--- config.mk ---
export PLATFORM = sky130hd
export DESIGN_NAME = motor_speed_pi_loop_top
export DESIGN_NICKNAME = d
export VERILOG_FILES = /design/src/hw/rtl/msp_pkg.sv /design/src/hw/rtl/msp_ctrl.sv /design/src/hw/rtl/msp_dpath.sv /design/src/hw/rtl/motor_speed_pi_loop_top.sv
export SDC_FILE = /design/constraint.sdc
export NUM_CORES = 2
export LEC_CHECK = 0
export BUFFER_PORTS_ARGS = -buffer_cell sky130_fd_sc_hd__buf_4
export CAP_MARGIN = 20
export CORE_MARGIN = 2
export CORE_UTILIZATION = 50
export DETAILED_ROUTE_END_ITERATION = 6
export HOLD_SLACK_MARGIN = 0.02
export MAX_ROUTING_LAYER = met4
export PLACE_DENSITY = 0.66
export SYNTH_ARGS = -nofsm -noshare
export SYNTH_HDL_FRONTEND = slang
export SYNTH_SLANG_ARGS = --single-unit
--- constraint.sdc ---
create_clock -name clk -period 12.1 [get_ports clk]
set_input_delay 2.42 -clock clk [delete_from_list [all_inputs] [get_ports clk]]
set_output_delay 2.42 -clock clk [all_outputs]
set_load 0.02 [all_outputs]
--- src/hw/rtl/msp_pkg.sv ---
`timescale 1ns / 1ps
package msp_pkg;

  localparam int SAMPLE_TICKS_DEF = 20;

  // restoring divider, one quotient bit per cycle
  localparam int DIV_STEPS = 32;
  localparam int DIV_CNT_W = $clog2(DIV_STEPS);

  localparam int CFG_IDX_W  = 3;
  localparam int CFG_DATA_W = 24;

  localparam logic [CFG_IDX_W-1:0] CFG_SPEED_TARGET       = 3'd0;
  localparam logic [CFG_IDX_W-1:0] CFG_GAIN_P             = 3'd1;
  localparam logic [CFG_IDX_W-1:0] CFG_GAIN_I             = 3'd2;
  localparam logic [CFG_IDX_W-1:0] CFG_DIRECTION_NEGATIVE = 3'd3;
  localparam logic [CFG_IDX_W-1:0] CFG_OUTPUT_LIMIT       = 3'd4;

  localparam logic [16:0] LIMIT_RESET = 17'd16384;

  localparam logic signed [21:0] ERR_MAX = 22'sh1FFFFF;
  localparam logic signed [21:0] ERR_MIN = 22'sh200000;

  typedef enum logic [1:0] {
    PH_INIT,
    PH_CAPTURE,
    PH_LOOP
  } phase_t;

  typedef enum logic [3:0] {
    ST_IDLE,
    ST_SPEED,
    ST_NUM,
    ST_DIV,
    ST_ERR,
    ST_MULP,
    ST_OUT,
    ST_MULI,
    ST_INTEG,
    ST_EMIT
  } state_t;

  typedef struct packed {
    logic capture;
    logic load;
    logic speed;
    logic num;
    logic div_step;
    logic err;
    logic mul_p;
    logic pi_out;
    logic mul_i;
    logic integ;
    logic emit;
  } cmd_t;

endpackage

--- src/hw/rtl/msp_ctrl.sv ---
`timescale 1ns / 1ps
module msp_ctrl #(
  parameter int SAMPLE_TICKS = msp_pkg::SAMPLE_TICKS_DEF
) (
  input  logic          clk,
  input  logic          rst_n,
  input  logic          in_valid,
  input  logic          in_enable,
  output logic          in_stall,
  input  logic          out_stall,
  output logic          out_valid,
  output msp_pkg::cmd_t cmd
);

  localparam int CD_W = $clog2(SAMPLE_TICKS + 1);

  msp_pkg::state_t                   state_r, state_nxt;
  msp_pkg::phase_t                   phase_r, phase_nxt;
  logic [CD_W-1:0]                   cd_r, cd_nxt;
  logic [msp_pkg::DIV_CNT_W-1:0]     div_cnt_r, div_cnt_nxt;
  logic                              out_valid_r, out_valid_nxt;

  logic accept;
  logic emit_ok;
  logic sample_go;

  assign accept    = in_valid && (state_r == msp_pkg::ST_IDLE);
  assign emit_ok   = (state_r == msp_pkg::ST_EMIT) && (!out_valid_r || !out_stall);
  assign sample_go = accept && in_enable && (phase_r == msp_pkg::PH_LOOP) && (cd_r == '0);
  assign out_valid = out_valid_r;

  always_ff @(posedge clk) begin
    if (!rst_n) begin
      state_r     <= msp_pkg::ST_IDLE;
      phase_r     <= msp_pkg::PH_INIT;
      cd_r        <= '0;
      div_cnt_r   <= '0;
      out_valid_r <= 1'b0;
    end else begin
      state_r     <= state_nxt;
      phase_r     <= phase_nxt;
      cd_r        <= cd_nxt;
      div_cnt_r   <= div_cnt_nxt;
      out_valid_r <= out_valid_nxt;
    end
  end

  // next state, tick phase, countdown, divider count and output valid
  always_comb begin
    state_nxt   = state_r;
    phase_nxt   = phase_r;
    cd_nxt      = cd_r;
    div_cnt_nxt = div_cnt_r;
    case (state_r)
      msp_pkg::ST_IDLE: begin
        if (accept) begin
          if (!in_enable) begin
            phase_nxt = msp_pkg::PH_INIT;
          end else begin
            case (phase_r)
              msp_pkg::PH_CAPTURE: phase_nxt = msp_pkg::PH_LOOP;
              msp_pkg::PH_LOOP: begin
                if (cd_r != '0) begin
                  cd_nxt = cd_r - 1'b1;
                end else begin
                  cd_nxt    = CD_W'(SAMPLE_TICKS);
                  state_nxt = msp_pkg::ST_SPEED;
                end
              end
              default: phase_nxt = msp_pkg::PH_CAPTURE;
            endcase
          end
        end
      end
      msp_pkg::ST_SPEED: state_nxt = msp_pkg::ST_NUM;
      msp_pkg::ST_NUM: begin
        div_cnt_nxt = '0;
        state_nxt   = msp_pkg::ST_DIV;
      end
      msp_pkg::ST_DIV: begin
        div_cnt_nxt = div_cnt_r + 1'b1;
        if (div_cnt_r == msp_pkg::DIV_CNT_W'(msp_pkg::DIV_STEPS - 1)) begin
          state_nxt = msp_pkg::ST_ERR;
        end
      end
      msp_pkg::ST_ERR:   state_nxt = msp_pkg::ST_MULP;
      msp_pkg::ST_MULP:  state_nxt = msp_pkg::ST_OUT;
      msp_pkg::ST_OUT:   state_nxt = msp_pkg::ST_MULI;
      msp_pkg::ST_MULI:  state_nxt = msp_pkg::ST_INTEG;
      msp_pkg::ST_INTEG: state_nxt = msp_pkg::ST_EMIT;
      msp_pkg::ST_EMIT: begin
        if (emit_ok) begin
          state_nxt = msp_pkg::ST_IDLE;
        end
      end
      default: state_nxt = msp_pkg::ST_IDLE;
    endcase

    if (emit_ok) begin
      out_valid_nxt = 1'b1;
    end else if (!out_stall) begin
      out_valid_nxt = 1'b0;
    end else begin
      out_valid_nxt = out_valid_r;
    end
  end

  // datapath commands and input stall
  always_comb begin
    cmd      = '0;
    in_stall = 1'b1;
    case (state_r)
      msp_pkg::ST_IDLE: begin
        in_stall    = 1'b0;
        cmd.capture = accept && in_enable && (phase_r == msp_pkg::PH_CAPTURE);
        cmd.load    = sample_go;
      end
      msp_pkg::ST_SPEED: cmd.speed    = 1'b1;
      msp_pkg::ST_NUM:   cmd.num      = 1'b1;
      msp_pkg::ST_DIV:   cmd.div_step = 1'b1;
      msp_pkg::ST_ERR:   cmd.err      = 1'b1;
      msp_pkg::ST_MULP:  cmd.mul_p    = 1'b1;
      msp_pkg::ST_OUT:   cmd.pi_out   = 1'b1;
      msp_pkg::ST_MULI:  cmd.mul_i    = 1'b1;
      msp_pkg::ST_INTEG: cmd.integ    = 1'b1;
      msp_pkg::ST_EMIT:  cmd.emit     = emit_ok;
      default:           cmd          = '0;
    endcase
  end

endmodule

--- src/hw/rtl/msp_dpath.sv ---
`timescale 1ns / 1ps
module msp_dpath (
  input  logic                            clk,
  input  logic                            rst_n,
  input  logic                            cfg_we,
  input  logic [msp_pkg::CFG_IDX_W-1:0]   cfg_index,
  input  logic [msp_pkg::CFG_DATA_W-1:0]  cfg_wdata,
  input  logic [15:0]                     in_encoder_count,
  input  msp_pkg::cmd_t                   cmd,
  output logic signed [21:0]              out_speed_rpm,
  output logic signed [21:0]              out_norm_error,
  output logic signed [17:0]              out_current_command
);

  function automatic logic signed [17:0] clamp_lim(logic signed [31:0] x, logic [16:0] lim);
    logic signed [31:0] hi;
    hi = $signed({15'd0, lim});
    if (x > hi) begin
      clamp_lim = hi[17:0];
    end else if (x < -hi) begin
      clamp_lim = 18'(-hi);
    end else begin
      clamp_lim = x[17:0];
    end
  endfunction

  // configuration
  logic signed [15:0] target_r;
  logic [23:0]        gain_p_r;
  logic [23:0]        gain_i_r;
  logic               dir_r;
  logic [16:0]        limit_r;

  // loop state
  logic [15:0]        start_r;
  logic signed [17:0] integ_r;

  // sample pipeline
  logic signed [15:0] delta_r;
  logic signed [21:0] speed_r;
  logic               neg_r;
  logic               tzero_r;
  logic [15:0]        mag_r;
  logic [15:0]        rem_r;
  logic [31:0]        quo_r;
  logic signed [21:0] err_r;
  logic signed [46:0] prod_r;
  logic signed [17:0] o_r;

  logic signed [21:0] spd_out_r;
  logic signed [21:0] err_out_r;
  logic signed [17:0] cmd_out_r;

  logic signed [25:0] sp_full;
  logic signed [32:0] num_a;
  logic signed [32:0] num_b;
  logic signed [32:0] num;
  logic [32:0]        num_abs;
  logic [15:0]        tgt_abs;
  logic [16:0]        rem_sh;
  logic               fits;
  logic [16:0]        rem_sub;
  logic signed [21:0] err_sat;
  logic signed [21:0] mul_a;
  logic [23:0]        mul_b;
  logic signed [46:0] prod_c;
  logic signed [31:0] pi_sum;
  logic signed [31:0] int_sum;
  logic signed [17:0] cmd_val;

  // rounded Q.8 rpm: (delta*375 + 4) >> 3
  assign sp_full = {{10{delta_r[15]}}, delta_r} * 26'sd375 + 26'sd4;

  assign num_a   = {{3{speed_r[21]}}, speed_r, 8'd0};
  assign num_b   = {target_r[15], target_r, 16'd0};
  assign num     = num_a - num_b;
  assign num_abs = num[32] ? 33'(-num) : 33'(num);
  assign tgt_abs = target_r[15] ? 16'(-target_r) : 16'(target_r);

  assign rem_sh  = {rem_r, quo_r[31]};
  assign fits    = rem_sh >= {1'b0, mag_r};
  assign rem_sub = rem_sh - {1'b0, mag_r};

  always_comb begin
    if (tzero_r) begin
      err_sat = '0;
    end else if (neg_r) begin
      err_sat = (quo_r > 32'd2097152) ? msp_pkg::ERR_MIN : 22'(-$signed(quo_r[21:0]));
    end else begin
      err_sat = (quo_r > 32'd2097151) ? msp_pkg::ERR_MAX : $signed(quo_r[21:0]);
    end
  end

  // one shared multiplier for both gains
  assign mul_a  = cmd.mul_i ? {{4{o_r[17]}}, o_r} : err_r;
  assign mul_b  = cmd.mul_i ? gain_i_r : gain_p_r;
  assign prod_c = 47'(mul_a) * 47'($signed({1'b0, mul_b}));

  assign pi_sum  = {prod_r[46], prod_r[46:16]} + 32'(integ_r);
  assign int_sum = 32'(integ_r) + {prod_r[46], prod_r[46:16]};
  assign cmd_val = dir_r ? 18'(-o_r) : o_r;

  always_ff @(posedge clk) begin
    if (!rst_n) begin
      target_r <= '0;
      gain_p_r <= '0;
      gain_i_r <= '0;
      dir_r    <= 1'b0;
      limit_r  <= msp_pkg::LIMIT_RESET;
    end else if (cfg_we) begin
      case (cfg_index)
        msp_pkg::CFG_SPEED_TARGET:       target_r <= $signed(cfg_wdata[15:0]);
        msp_pkg::CFG_GAIN_P:             gain_p_r <= cfg_wdata;
        msp_pkg::CFG_GAIN_I:             gain_i_r <= cfg_wdata;
        msp_pkg::CFG_DIRECTION_NEGATIVE: dir_r    <= cfg_wdata[0];
        msp_pkg::CFG_OUTPUT_LIMIT:       limit_r  <= cfg_wdata[16:0];
        default: ;
      endcase
    end
  end

  always_ff @(posedge clk) begin
    if (!rst_n) begin
      start_r <= '0;
      integ_r <= '0;
    end else begin
      if (cmd.capture) begin
        start_r <= in_encoder_count;
        integ_r <= '0;
      end else if (cmd.load) begin
        start_r <= in_encoder_count;
      end else if (cmd.integ) begin
        integ_r <= clamp_lim(int_sum, limit_r);
      end
    end
  end

  always_ff @(posedge clk) begin
    if (cmd.load) begin
      delta_r <= $signed(in_encoder_count - start_r);
    end
    if (cmd.speed) begin
      speed_r <= sp_full[24:3];
    end
    if (cmd.num) begin
      neg_r   <= num[32];
      tzero_r <= (target_r == '0);
      mag_r   <= tgt_abs;
      rem_r   <= '0;
      quo_r   <= num_abs[31:0];
    end
    if (cmd.div_step) begin
      rem_r <= fits ? rem_sub[15:0] : rem_sh[15:0];
      quo_r <= {quo_r[30:0], fits};
    end
    if (cmd.err) begin
      err_r <= err_sat;
    end
    if (cmd.mul_p || cmd.mul_i) begin
      prod_r <= prod_c;
    end
    if (cmd.pi_out) begin
      o_r <= clamp_lim(pi_sum, limit_r);
    end
    if (cmd.emit) begin
      spd_out_r <= speed_r;
      err_out_r <= err_r;
      cmd_out_r <= cmd_val;
    end
  end

  assign out_speed_rpm       = spd_out_r;
  assign out_norm_error      = err_out_r;
  assign out_current_command = cmd_out_r;

endmodule

--- src/hw/rtl/motor_speed_pi_loop_top.sv ---
`timescale 1ns / 1ps
// channel   direction  handshake            payload
// in_       input      in_valid / in_stall  in_enable, in_encoder_count
// out_      output     out_valid / out_stall out_speed_rpm, out_norm_error,
//                                            out_current_command
// cfg_      input      cfg_we               cfg_index, cfg_wdata
//
// a tick that takes no sample leaves the block idle; a sample tick runs
// speed, numerator, the restoring divider (one quotient bit a cycle), error,
// P multiply, output, I multiply (shared multiplier), integrate and emit.
// rst_n is synchronous; it clears the tick phase, countdown, integrator and
// start count and loads the register reset values.
// results sit in an output register, so out_stall holds only that register;
// new ticks are taken while a result waits, and a sample stalls in its last
// state until the output register is free.
module motor_speed_pi_loop_top #(
  parameter int SAMPLE_TICKS = msp_pkg::SAMPLE_TICKS_DEF
) (
  input  logic                            clk,
  input  logic                            rst_n,
  input  logic                            cfg_we,
  input  logic [msp_pkg::CFG_IDX_W-1:0]   cfg_index,
  input  logic [msp_pkg::CFG_DATA_W-1:0]  cfg_wdata,
  input  logic                            in_valid,
  output logic                            in_stall,
  input  logic                            in_enable,
  input  logic [15:0]                     in_encoder_count,
  output logic                            out_valid,
  input  logic                            out_stall,
  output logic signed [21:0]              out_speed_rpm,
  output logic signed [21:0]              out_norm_error,
  output logic signed [17:0]              out_current_command
);

  msp_pkg::cmd_t cmd;

  msp_ctrl #(
    .SAMPLE_TICKS(SAMPLE_TICKS)
  ) u_ctrl (
    .clk       (clk),
    .rst_n     (rst_n),
    .in_valid  (in_valid),
    .in_enable (in_enable),
    .in_stall  (in_stall),
    .out_stall (out_stall),
    .out_valid (out_valid),
    .cmd       (cmd)
  );

  msp_dpath u_dpath (
    .clk                 (clk),
    .rst_n               (rst_n),
    .cfg_we              (cfg_we),
    .cfg_index           (cfg_index),
    .cfg_wdata           (cfg_wdata),
    .in_encoder_count    (in_encoder_count),
    .cmd                 (cmd),
    .out_speed_rpm       (out_speed_rpm),
    .out_norm_error      (out_norm_error),
    .out_current_command (out_current_command)
  );

endmodule

==> impl_metrics.toml <==
[place]
place_congestion = 1.00
place_area_sq_um = 43300
dp_hpwl_um = 93800
placement.io_buffers = 112

[floorplan]
ioPinCount = 113
die_x_um = 291
core_area_sq_um = 81800
die_h_um = 291
rows = 105
die_area_sq_um = 84700
start_util_pct = 50.3

[cells_and_area]
seqCellArea_sq_um = 9780
diodes = 0
drive_gt1_share_pct = 6.27
nets = 5551
final.fill_count = 7401
finalInstanceArea_sq_um = 44800
areaGrowthSynthToFinish_pct = 8.81
multi_input_area_sq_um = 28300

[clocking]
numCtsBuffers = 44
cts_root_buf = "clkbuf_16"
clk_pin_slew_ps = 60
clk_path_buf_depth = 3
cts_setup_buffers = 0
cts_max_level = 2
ctsResizeCount = 0
cts_sinks = 370
cts.hold.buffers_added = 0
clkLatencyLatePin_ps = 600
cts_tree = "built"

[global_route]
grt_antenna_before_repair = 0
grt_pass1_wl_um = 187000
grt_pass1_vias = 31700
grt_overflow = 0
grtUsageTotal_pct = 29.6
grt_max_degree = 92

[synthesis]
synth_seq_cells = 370
yosysMostFrequentCell = "nand2_1"
synth_top_area_cell = "fa_1"
ys_async_sr_fraction_pct = 0
yosys.area_share.simple_pct = 16.2
ys_seq_area_share_pct = 23.7
syn-num-nets = 5489
synth_mux_area_share_pct = 1.43
synth_compound_area_share_pct = 10.4
synthFlopType = "edfxtp_1"
synthCells = 4533
synth_common_cells = "773 x nand2_1, 676 x inv_1, 519 x fa_1, 399 x nor2_1, 388 x ha_1"
synth_fa_ha_area_share_pct = 37.0
yosys_warnings = 0
synth.top_cell.area_share_pct = 25.2
synth_edf_count = 237
synth.distinct_cells = 77
synthXorXnorAreaFrac_pct = 3.57
syn_avg_cell_area_sq_um = 9.09
syn_area_sq_um = 41200
synth_top_family_by_area = "adder cells"
yosys-top-cells-area = "fa_1 25%, edfxtp_1 17%, ha_1 12%"

[timing]
clock_skew_ps = 44.5
fin_crit_sh_pct = 79.8
finalSetupTns_ps = 0
grt_setup_unrepaired = "false"
timing.fmax_mhz = 104
slew_viol_final = 0
min_period_ps = 9650
tightest_slew_ps = 1150
relSlewSlack_pct = 21.5
hold_viol_final = 0
setup_viol = 0

[routing]
via_per_inst = 5.66
via_count = 32300
wl_um = 120000
drc = 0
drtIter0Drc = 2653
dr.pass1.iters = 7
wl_per_cell_um = 21.0
final_antenna_net_count = 0

[critical_path]
crit_slowest_cell = "mux2i_1"
worstPathArrival_ps = 9960
end_kind = "register"
cpPeakStageDelay_ps = 950
cp_max_fo = 91
worstSetupStartpointType = "register"
required_ps = 12410
critPathBufInv = 5
crit_type = "reg -> reg"
cpLargestDelayFamily = "adder cells"
crit_top_cell = "fa_1"

[min_path]
hold_path_class = "reg -> reg"

[power]
peakVddDrop_uv = 96.7
p_per_area_nw_per_um2 = 80.8
leakagePower_nw = 20.4

[run]
maxCapViolCount = 0

[status]
status = "finished, final reports clean"
==> through the flow <==
step                      utilization (%)  total power [mW]  hold slack, ps  instances  setup slack (ps)
after floorplan                         -              2.05             426       4533              3700
after global placement               52.9              2.28             447       5613              2580
after detailed placement             52.9              2.29             442       5615              2510
after CTS                            54.7              3.65             454       5693              2450
after global routing                 54.8              3.81             465       5697              1790
final                                54.8              3.62             459       5697              2450
==> cell type report <==
cell class                 count  share of cell area [%]
inverter                     676                    5.66
timing repair buffer         180                    3.11
tap                         1070                    2.99
sequential                   370                    21.8
multi-input combinational   3323                    63.2
clock inverter                26                   0.675
clock buffer                  52                    2.59
==> path summary, 6_finish.rpt <==
path	start	endpoint	slack [ps]	cells after the start
worst min-delay path	u_dpath.speed_r[8]	u_dpath.out_speed_rpm[8]	460	0
worst min register to register	u_dpath.speed_r[8]	u_dpath.out_speed_rpm[8]	460	0
worst max-delay path	u_ctrl.state_r[3]	u_dpath.prod_r[46]	2450	27
worst max register to register	u_ctrl.state_r[3]	u_dpath.prod_r[46]	2450	27
==> registers in the layout (all words and copies together), names as in the netlist, 2 cells and up <==
name                         count
u_dpath.speed_r                 22
u_dpath.delta_r                 16
u_dpath.out_norm_error          22
u_dpath.out_current_command     18
u_dpath.gain_p_r                24
u_dpath.integ_r                 18
u_ctrl.phase_r                   2
u_ctrl.div_cnt_r                 5
u_ctrl.state_r                   4
u_dpath.rem_r                   16
u_dpath.mag_r                   16
u_dpath.target_r                16
u_dpath.start_r                 16
u_dpath.o_r                     18
u_dpath.gain_i_r                24
u_dpath.limit_r                 17
u_ctrl.cd_r                      5
u_dpath.out_speed_rpm           22
u_dpath.err_r                   22
u_dpath.quo_r                   32
u_dpath.prod_r                  31
==> where the power goes <==
group,internal (mW),total [mW],switching [mW]
logic,0.331,0.825,0.494
clock network,0.797,1.36,0.558
registers,1.40,1.44,0.0389
total,2.53,3.62,1.09
==> logic make-up (layout without fill, tap and decap cells) <==
group,count (synthesis),after routing
muxes,57,57
AOI/OAI and AO/OA,651,651
and+or+nand+nor,1540,1540
adders and majority gates,907,907
xor gates and xnor gates,168,168
DFF,370,370
buffers and inverters,840,934
==> metal layers <==
layer	track usage, %	up-vias	wire length (um)
li1	-	14900	-
met1	39.7	15800	50400
met2	45.2	1302	53800
met3	5.19	248	10500
met4	10.4	0	5050
met5	-	-	0
==> layout by cell type (no fill, tap or decap), types with 13 or more instances in the layout <==
| cell | synthesis | final |
|---|---|---|
| a211oi_1 | 41 | 41 |
| a21boi_0 | 112 | 112 |
| a21o_1 | 47 | 47 |
| a21oi_1 | 143 | 143 |
| a22o_1 | 14 | 14 |
| a31oi_1 | 13 | 13 |
| and2_1 | 36 | 36 |
| and3_1 | 23 | 23 |
| buf_4 | 0 | 175 |
| clkbuf_16 | 0 | 44 |
| dfxtp_1 | 133 | 133 |
| edfxtp_1 | 237 | 237 |
| fa_1 | 519 | 519 |
| ha_1 | 388 | 388 |
| inv_1 | 676 | 676 |
| mux2i_1 | 42 | 40 |
| nand2_1 | 773 | 773 |
| nand2b_1 | 24 | 23 |
| nand3_1 | 59 | 59 |
| nand4_1 | 28 | 28 |
| nor2_1 | 399 | 395 |
| nor2b_1 | 32 | 32 |
| nor3_1 | 59 | 57 |
| nor3b_1 | 22 | 22 |
| nor4_1 | 17 | 17 |
| o211ai_1 | 13 | 13 |
| o21a_1 | 16 | 16 |
| o21ai_0 | 134 | 133 |
| o21bai_1 | 16 | 16 |
| o31ai_1 | 26 | 26 |
| or3_1 | 24 | 24 |
| xnor2_1 | 126 | 126 |
| xor2_1 | 42 | 42 |
Note: power is estimated with default switching activity, not from simulation.
